<file path="src/rtl/core/cfps_pkg.sv">
// ---------------------------------------------------------------------------
// cfps_pkg - shared types and constants for the feedforward PWM slew block
// Field widths, register indexes, reset values and the configuration struct.
// ---------------------------------------------------------------------------
package cfps_pkg;

	// Field widths
	localparam int unsigned CurrentW = 14;
	localparam int unsigned NominalW = 15;
	localparam int unsigned GainW    = 16;
	localparam int unsigned DutyW    = 7;
	localparam int unsigned ProductW = CurrentW + GainW;
	localparam int unsigned SumW     = 32;
	localparam int unsigned PctW     = SumW - 16;
	localparam int unsigned CfgDataW = 16;
	localparam int unsigned CfgIdxW  = 2;

	// Register indexes
	typedef enum logic [CfgIdxW-1:0] {
		REG_NOMINAL_DUTY = 2'd0,
		REG_DUTY_PER_AMP = 2'd1,
		REG_DUTY_CEILING = 2'd2,
		REG_DUTY_FLOOR   = 2'd3
	} cfg_reg_t;

	// Reset values
	localparam logic [NominalW-1:0]     NominalReset = 15'd12800;
	localparam logic signed [GainW-1:0] GainReset    = 16'sd0;
	localparam logic [DutyW-1:0]        CeilingReset = 7'd98;
	localparam logic [DutyW-1:0]        FloorReset   = 7'd25;

	// Slew step in whole percent
	localparam logic [DutyW-1:0] DutyStep = 7'd1;

	// Configuration seen by the target calculation
	typedef struct packed {
		logic [NominalW-1:0] nominal_duty;
		logic [DutyW-1:0]    duty_ceiling;
		logic [DutyW-1:0]    duty_floor;
	} cfps_cfg_t;

endpackage

</file>
<file path="src/rtl/core/cfps_tick_if.sv">
// ---------------------------------------------------------------------------
// cfps_tick_if - tick channel into the feedforward PWM slew block
// Valid/ready channel carrying the sensed current and move direction.
// ---------------------------------------------------------------------------
interface cfps_tick_if;
	logic                                    valid;
	logic                                    ready;
	logic signed [cfps_pkg::CurrentW-1:0]    motor_current;
	logic                                    move_direction;

	modport source (output valid, output motor_current, output move_direction, input ready);
	modport sink (input valid, input motor_current, input move_direction, output ready);
endinterface

// ---------------------------------------------------------------------------
// cfps_result_if - result channel out of the feedforward PWM slew block
// Valid/ready channel carrying duty, apply strobe and drive direction.
// ---------------------------------------------------------------------------
interface cfps_result_if;
	logic                         valid;
	logic                         ready;
	logic [cfps_pkg::DutyW-1:0]   duty_now;
	logic                         apply_strobe;
	logic                         drive_direction;

	modport source (output valid, output duty_now, output apply_strobe,
		output drive_direction, input ready);
	modport sink (input valid, input duty_now, input apply_strobe,
		input drive_direction, output ready);
endinterface

</file>
<file path="src/rtl/core/cfps_target.sv">
// ---------------------------------------------------------------------------
// cfps_target - target duty from nominal plus current feedforward
// Adds the gain*current product to the nominal duty, truncates
// toward zero to whole percent and clamps to ceiling, then floor.
// ---------------------------------------------------------------------------
module cfps_target (
	input  cfps_pkg::cfps_cfg_t                          cfg,
	input  logic signed [cfps_pkg::ProductW-1:0]         product,
	output logic [cfps_pkg::DutyW-1:0]                   target
);
	import cfps_pkg::*;

	logic signed [SumW-1:0] sum;
	logic signed [SumW-1:0] sum_adj;
	logic signed [PctW-1:0] pct;
	logic signed [PctW-1:0] ceil_ext;
	logic signed [PctW-1:0] floor_ext;

	// Sum in 1/65536 percent: nominal scaled by 256 plus the product
	assign sum = $signed({{(SumW-NominalW-8){1'b0}}, cfg.nominal_duty, 8'd0})
		+ $signed({{(SumW-ProductW){product[ProductW-1]}}, product});

	// Bias negative sums so the arithmetic shift truncates toward zero
	assign sum_adj = sum[SumW-1] ? (sum + $signed(SumW'(32'hFFFF))) : sum;
	assign pct     = PctW'(sum_adj >>> 16);

	assign ceil_ext  = $signed({{(PctW-DutyW){1'b0}}, cfg.duty_ceiling});
	assign floor_ext = $signed({{(PctW-DutyW){1'b0}}, cfg.duty_floor});

	// Clamp: ceiling test first, then floor
	always_comb begin
		if (pct > ceil_ext) begin
			target = cfg.duty_ceiling;
		end else if (pct < floor_ext) begin
			target = cfg.duty_floor;
		end else begin
			target = pct[DutyW-1:0];
		end
	end

endmodule

</file>
<file path="src/rtl/core/current_feedforward_pwm_slew.sv">
// ---------------------------------------------------------------------------
// current_feedforward_pwm_slew - current feedforward PWM duty with slew limit
// Recomputes a clamped target duty every TARGET_PERIOD+1 ticks and steps
// the duty one percent toward it every SLEW_PERIOD+1 ticks, and on each recompute, with a strobe.
// ---------------------------------------------------------------------------
//  channel   role    payload                                    per transaction
//  tick      sink    motor_current, move_direction              one tick
//  result    source  duty_now, apply_strobe, drive_direction    one result per tick
//  cfg       write   cfg_we, cfg_index, cfg_data                one register
//
//  One tick transaction per cycle sustained while the result side is ready; its result
//  passes through the input register, then the result register.
//  The 16x14 multiply, add, clamp and slew step sit between the two registers.
//  Reset clears all countdowns, target and duty, and loads register defaults.
//  A stalled result holds the input register; an empty one still takes a tick.
// ---------------------------------------------------------------------------
module current_feedforward_pwm_slew #(
	parameter int unsigned TARGET_PERIOD = 20,
	parameter int unsigned SLEW_PERIOD   = 4
) (
	input  logic                                 clk,
	input  logic                                 arst_n,
	cfps_tick_if.sink                            tick,
	cfps_result_if.source                        result,
	input  logic                                 cfg_we,
	input  logic [cfps_pkg::CfgIdxW-1:0]         cfg_index,
	input  logic [cfps_pkg::CfgDataW-1:0]        cfg_data
);
	import cfps_pkg::*;

	localparam int unsigned TcW = $clog2(TARGET_PERIOD + 1);
	localparam int unsigned ScW = $clog2(SLEW_PERIOD + 1);

	// Configuration registers
	logic [NominalW-1:0]     nominal_q;
	logic signed [GainW-1:0] gain_q;
	logic [DutyW-1:0]        ceiling_q;
	logic [DutyW-1:0]        floor_q;
	cfps_cfg_t               cfg;

	// Pipeline
	logic                       valid_s1;
	logic signed [CurrentW-1:0] current_s1;
	logic                       dir_s1;
	logic signed [ProductW-1:0] product;
	logic                       out_valid_q;
	logic [DutyW-1:0]           out_duty_q;
	logic                       out_strobe_q;
	logic                       out_dir_q;
	logic                       adv_out;
	logic                       take_in;

	// Block state
	logic [TcW-1:0]   tcount_q;
	logic [ScW-1:0]   scount_q;
	logic [DutyW-1:0] target_q;
	logic [DutyW-1:0] level_q;

	logic [TcW-1:0]   tcount_n;
	logic [ScW-1:0]   scount_n;
	logic [DutyW-1:0] target_n;
	logic [DutyW-1:0] level_n;
	logic             strobe_n;
	logic [DutyW-1:0] calc_target;

	// Write configuration registers
	always_ff @(posedge clk or negedge arst_n) begin
		if (!arst_n) begin
			nominal_q <= NominalReset;
			gain_q    <= GainReset;
			ceiling_q <= CeilingReset;
			floor_q   <= FloorReset;
		end else if (cfg_we) begin
			unique case (cfg_reg_t'(cfg_index))
				REG_NOMINAL_DUTY: nominal_q <= cfg_data[NominalW-1:0];
				REG_DUTY_PER_AMP: gain_q    <= $signed(cfg_data[GainW-1:0]);
				REG_DUTY_CEILING: ceiling_q <= cfg_data[DutyW-1:0];
				REG_DUTY_FLOOR:   floor_q   <= cfg_data[DutyW-1:0];
				default: ;
			endcase
		end
	end

	assign cfg.nominal_duty = nominal_q;
	assign cfg.duty_ceiling = ceiling_q;
	assign cfg.duty_floor   = floor_q;

	// Flow control: the input register advances when the result register has room
	assign adv_out    = valid_s1 && (!out_valid_q || result.ready);
	assign tick.ready = !valid_s1 || adv_out;
	assign take_in    = tick.valid && tick.ready;

	// Stage valid bits
	always_ff @(posedge clk or negedge arst_n) begin
		if (!arst_n) begin
			valid_s1    <= 1'b0;
			out_valid_q <= 1'b0;
		end else begin
			if (tick.ready) begin
				valid_s1 <= tick.valid;
			end
			if (!out_valid_q || result.ready) begin
				out_valid_q <= valid_s1;
			end
		end
	end

	// Capture the tick transaction
	always_ff @(posedge clk) begin
		if (take_in) begin
			current_s1 <= tick.motor_current;
			dir_s1     <= tick.move_direction;
		end
	end

	// Feedforward product of the held current and the gain
	assign product = current_s1 * gain_q;

	cfps_target u_target (
		.cfg     (cfg),
		.product (product),
		.target  (calc_target)
	);

	// Next state: target recompute, then slew step
	always_comb begin
		if (tcount_q == '0) begin
			tcount_n = TcW'(TARGET_PERIOD);
			target_n = calc_target;
		end else begin
			tcount_n = tcount_q - TcW'(1);
			target_n = target_q;
		end
		level_n  = level_q;
		strobe_n = 1'b0;
		if ((tcount_q == '0) || (scount_q == '0)) begin
			scount_n = ScW'(SLEW_PERIOD);
			strobe_n = 1'b1;
			if (level_q < target_n) begin
				level_n = level_q + DutyStep;
			end else if (level_q > target_n) begin
				level_n = level_q - DutyStep;
			end
		end else begin
			scount_n = scount_q - ScW'(1);
		end
	end

	// Advance block state with each result
	always_ff @(posedge clk or negedge arst_n) begin
		if (!arst_n) begin
			tcount_q <= '0;
			scount_q <= '0;
			target_q <= '0;
			level_q  <= '0;
		end else if (adv_out) begin
			tcount_q <= tcount_n;
			scount_q <= scount_n;
			target_q <= target_n;
			level_q  <= level_n;
		end
	end

	// Load the result register
	always_ff @(posedge clk) begin
		if (adv_out) begin
			out_duty_q   <= level_n;
			out_strobe_q <= strobe_n;
			out_dir_q    <= strobe_n & dir_s1;
		end
	end

	assign result.valid           = out_valid_q;
	assign result.duty_now        = out_duty_q;
	assign result.apply_strobe    = out_strobe_q;
	assign result.drive_direction = out_dir_q;

endmodule

</file>
<file path="src/flat_wrapper.sv">
// flat-port wrapper written by rule: the top's interface ports become plain ports
module current_feedforward_pwm_slew_flat import cfps_pkg::*;
#(
	parameter int unsigned TARGET_PERIOD = 20,
	parameter int unsigned SLEW_PERIOD   = 4
)
  (clk, arst_n, cfg_we, cfg_index, cfg_data, tick_valid, tick_motor_current, tick_move_direction, tick_ready, result_valid, result_duty_now, result_apply_strobe, result_drive_direction, result_ready);
  cfps_tick_if tick_i ();
  cfps_result_if result_i ();
  input  logic clk;
  input  logic arst_n;
  input  logic cfg_we;
  input  logic [cfps_pkg::CfgIdxW-1:0] cfg_index;
  input  logic [cfps_pkg::CfgDataW-1:0] cfg_data;
  input wire logic [$bits(tick_i.valid)-1:0] tick_valid;
  input wire logic [$bits(tick_i.motor_current)-1:0] tick_motor_current;
  input wire logic [$bits(tick_i.move_direction)-1:0] tick_move_direction;
  output wire logic [$bits(tick_i.ready)-1:0] tick_ready;
  output wire logic [$bits(result_i.valid)-1:0] result_valid;
  output wire logic [$bits(result_i.duty_now)-1:0] result_duty_now;
  output wire logic [$bits(result_i.apply_strobe)-1:0] result_apply_strobe;
  output wire logic [$bits(result_i.drive_direction)-1:0] result_drive_direction;
  input wire logic [$bits(result_i.ready)-1:0] result_ready;
  assign tick_i.valid = tick_valid;
  assign tick_i.motor_current = tick_motor_current;
  assign tick_i.move_direction = tick_move_direction;
  assign tick_ready = tick_i.ready;
  assign result_valid = result_i.valid;
  assign result_duty_now = result_i.duty_now;
  assign result_apply_strobe = result_i.apply_strobe;
  assign result_drive_direction = result_i.drive_direction;
  assign result_i.ready = result_ready;
  current_feedforward_pwm_slew #(.TARGET_PERIOD(TARGET_PERIOD), .SLEW_PERIOD(SLEW_PERIOD)) u_core (.clk(clk), .arst_n(arst_n), .tick(tick_i), .result(result_i), .cfg_we(cfg_we), .cfg_index(cfg_index), .cfg_data(cfg_data));
endmodule
</file>
<file path="config.mk">
export PLATFORM = sky130hd
export DESIGN_NAME = current_feedforward_pwm_slew_flat
export DESIGN_NICKNAME = d
export VERILOG_FILES = /design/src/rtl/core/cfps_pkg.sv /design/src/rtl/core/cfps_tick_if.sv /design/src/rtl/core/cfps_target.sv /design/src/rtl/core/current_feedforward_pwm_slew.sv /design/src/flat_wrapper.sv
export SDC_FILE = /design/constraint.sdc
export NUM_CORES = 1
export LEC_CHECK = 0
export CORE_MARGIN = 1
export CORE_UTILIZATION = 60
export DETAILED_ROUTE_END_ITERATION = 7
export DONT_BUFFER_PORTS = 1
export PLACE_DENSITY = 0.78
export SYNTH_ARGS = -nofsm -noshare
export SYNTH_HDL_FRONTEND = slang
export SYNTH_SLANG_ARGS = --single-unit
</file>
<file path="constraint.sdc">
create_clock -name clk -period 29.6 [get_ports clk]
set_input_delay 2.96 -clock clk [delete_from_list [all_inputs] [get_ports clk]]
set_output_delay 2.96 -clock clk [all_outputs]
set_load 0.02 [all_outputs]
</file>
==> flow_summary_export.csv <==
group,metric,value,unit
synthesis,synthDistinctLibCells,80,
worst_setup_path,crit_path_top_delay_cell,"sky130_fd_sc_hd__edfxtp_1",
synthesis,synth_most_common_cell,"sky130_fd_sc_hd__inv_1",
route,post_drt_wl_per_cell,18.96,um
clocking,worstSkewPairLatency,0.36,ns
layout,syn_to_final_growth,4.075,%
route,routed_wl,33310,um
clocking,clkTransAtPathRegs,0.06,ns
floorplanning,floorplan.die.width,156.1,um
worst_setup_path,crit_path_start_kind,"flip-flop",
route,vias_per_cell,5.797,
worst_setup_path,r2r_cells,38,
floorplanning,cell_rows,56,
worst_setup_path,most_used_cell_along_the_critical_path,"sky130_fd_sc_hd__fa_1",
synthesis,mappedNetlistArea,14250,um^2
worst_setup_path,element_type_at_the_critical_path_end,"flip-flop",
global_routing,gr-usage-all-layers,30.08,%
route,vias,10190,
synthesis,synth.top_cells.by_area,"sky130_fd_sc_hd__fa_1 34%, sky130_fd_sc_hd__dfrtp_1 11%, sky130_fd_sc_hd__ha_1 10%, sky130_fd_sc_hd__inv_1 7.5%, sky130_fd_sc_hd__edfxtp_1 5.1%",
timing,period_minus_slack,11.85,ns
layout,register_area,2459,um^2
outcome,status,"finished, violations left",
synthesis,avgSynthCellArea,9.731,um^2
timing,max_freq,84.39,MHz
outcome,violations,"DRC",
synthesis,netlist_top_cells_count,"284 x sky130_fd_sc_hd__inv_1, 242 x sky130_fd_sc_hd__fa_1, 157 x sky130_fd_sc_hd__nand2_1",
floorplanning,floorplan.initialDensity,60.87,%
layout,final_util,63.36,%
clocking,cts_tree,"built",
synthesis,synth_top_area_cell,"sky130_fd_sc_hd__fa_1",
route,drt_first_iter_violations,674,
synthesis,synth_edf_count,24,
clocking,max-clock-path-buffers,2,
route,drc_errors_left,1,
synthesis,synth_sequential_area_ratio,17.26,%
layout,fillers,1936,
placement,placement.io_buffers,0,
layout,multi_input_comb_area,10540,um^2
clocking,clock_tree.htree_level_count,3,
worst_setup_path,critical_path_class,"flip-flop to flip-flop",
synthesis,proportion_of_register_bits_with_asynchronous_set_or_reset_after_synthesis,74.19,%
floorplanning,core-area,23400,um^2
timing,totalNegativeSetupSlack,0,ns
synthesis,ys_seq_elements,93,
route,detail_route.first_pass.iterations,7,
timing,finalSetupViolations,0,
floorplanning,die-area,24360,um^2
synthesis,syn_inst,1464,
clocking,cts-root-buf,"sky130_fd_sc_hd__clkbuf_16",
layout,n_antenna_cell,0,
timing,grt_setup_unrepaired,"false",
hold_path,worstHoldPathCells,2,
floorplanning,die_y,156.1,um
clocking,clock-sinks,93,
global_routing,grt_first_pass_wirelength,56060,um
worst_setup_path,max_stage_delay,0.74,ns
layout,finalNetCount,1827,
clocking,post_cts.repair.setup_buffers,0,
placement,place.detailed.hpwl,26910,um
timing,max_slew.worst_pin.slew,0.9892,ns
timing,final.hold.worst_slack,0.4865,ns
placement,placed_cells_incl_taps,1741,
worst_setup_path,critical_path_maximum_fanout,12,
clocking,clock_buffer_count_from_cts,9,
worst_setup_path,cp.required,29.69,ns
global_routing,grt_max_degree,70,
synthesis,most_used_dff_post_synth,"sky130_fd_sc_hd__dfrtp_1",
layout,post_route_cells_drive_above_1_share,6.954,%
job,max_cap_violations,0,
clocking,cts-hold-fix-buffers,0,
synthesis,syn-num-nets,1858,
timing,final.period_utilization,40.03,%
timing,skew,0.01293,ns
timing,slew_headroom,34.06,%
global_routing,gr-total-overflow,0,
global_routing,grt_antenna_before_repair,2,
global_routing,vias_in_the_first_global_route,11060,
timing,maxSlewViolCount,0,
placement,gp_routability_congestion,0.9734,
hold_path,timing.hold.worst.class,"flip-flop to flip-flop",
worst_setup_path,critPathArrivalTime,11.94,ns
clocking,ctsResizeCount,0,
synthesis,post-synth-top-area-fraction,34.01,%
timing,report.final.hold_viol_count,0,
layout,instances_no_fill,1757,
synthesis,ys_warn_count,0,
floorplanning,io-pin-count,49,
route,final_antenna_net_count,0,
-- sequential cells by signal (all words and copies together) (netlist names) --
register,cells
u_core.ceiling_q,7
u_core.current_s1,14
u_core.dir_s1,1
u_core.floor_q,7
u_core.gain_q,16
u_core.level_q,7
u_core.nominal_q,15
u_core.result.apply_strobe,1
u_core.result.drive_direction,1
u_core.result.duty_now,7
u_core.result.valid,1
u_core.scount_q,3
u_core.target_q,7
u_core.tcount_q,5
u_core.valid_s1,1
-- critical path, delay by kind of cell, from the launching register on --
family                   cells  cell delay (ns)
adder cells (fa/ha/maj)      9             4.05
AO/OA/AOI/OAI               11             2.76
AND/OR/NAND/NOR             12             2.65
XOR/XNOR                     3             0.78
flip-flops                   1             0.74
buffers and inverters        3             0.60
-- stage by stage --
step                      setup slack, ns  area, um^2
after floorplan                     19.54       14250
after global placement              18.21       14500
after detailed placement            17.92       14500
after CTS                           17.87       14830
after global routing                16.87       14830
final                               17.75       14830
-- routing by layer --
metal  routed length (um)  vias to the layer above  track usage, %
li1                     -                     4573               -
met1                13830                     5182           39.37
met2                16330                      367           50.74
met3                 2203                       62           6.028
met4                  929                        2           8.683
met5                   13                        -               0
-- final timing paths --
path	to	slack, ns	start
min in group asynchronous	u_core.result.valid	2.29	arst_n
max in group asynchronous	u_core.nominal_q[13]	27.08	arst_n
hold reg to reg	u_core.scount_q[1]	0.49	u_core.scount_q[1]
hold / removal	u_core.scount_q[1]	0.49	u_core.scount_q[1]
setup reg to reg	u_core.result.duty_now[5]	17.75	u_core.current_s1[13]
setup / recovery	u_core.result.duty_now[5]	17.75	u_core.current_s1[13]
-- cell type report --
class,count,share of cell area (%)
Sequential cell,93,16.58
Clock inverter,6,0.6751
Inverter,285,7.215
Clock buffer,10,1.544
Multi-Input combinational cell,1040,71.09
Tap cell,319,2.692
Timing Repair Buffer,4,0.2025
-- cells in the final DEF (no fill, tap or decap), types with 11 or more instances in the layout --
master	n
sky130_fd_sc_hd__o21ai_0	37
sky130_fd_sc_hd__nand2_1	157
sky130_fd_sc_hd__xor2_1	15
sky130_fd_sc_hd__nand2b_1	16
sky130_fd_sc_hd__edfxtp_1	24
sky130_fd_sc_hd__and2_1	114
sky130_fd_sc_hd__nand3_1	11
sky130_fd_sc_hd__inv_1	284
sky130_fd_sc_hd__nor2_1	56
sky130_fd_sc_hd__nor3_1	24
sky130_fd_sc_hd__xnor2_1	25
sky130_fd_sc_hd__fa_1	242
sky130_fd_sc_hd__mux2_2	40
sky130_fd_sc_hd__dfrtp_1	60
sky130_fd_sc_hd__a21oi_1	35
sky130_fd_sc_hd__a21o_1	11
sky130_fd_sc_hd__ha_1	114
-- kinds of logic after synthesis --
family / Yosys count / synth area share [%]
AND/OR/NAND/NOR: 441 / 16.05
flip-flops: 93 / 17.26
XOR/XNOR: 41 / 2.573
buffers and inverters: 331 / 8.791
AO/OA/AOI/OAI: 157 / 7.729
multiplexers: 45 / 3.583
adder cells (fa/ha/maj): 356 / 44.02
Power is left out: the tool's default activity adds up to more than one toggle a clock period on the data nets, which glitch-free logic cannot reach.
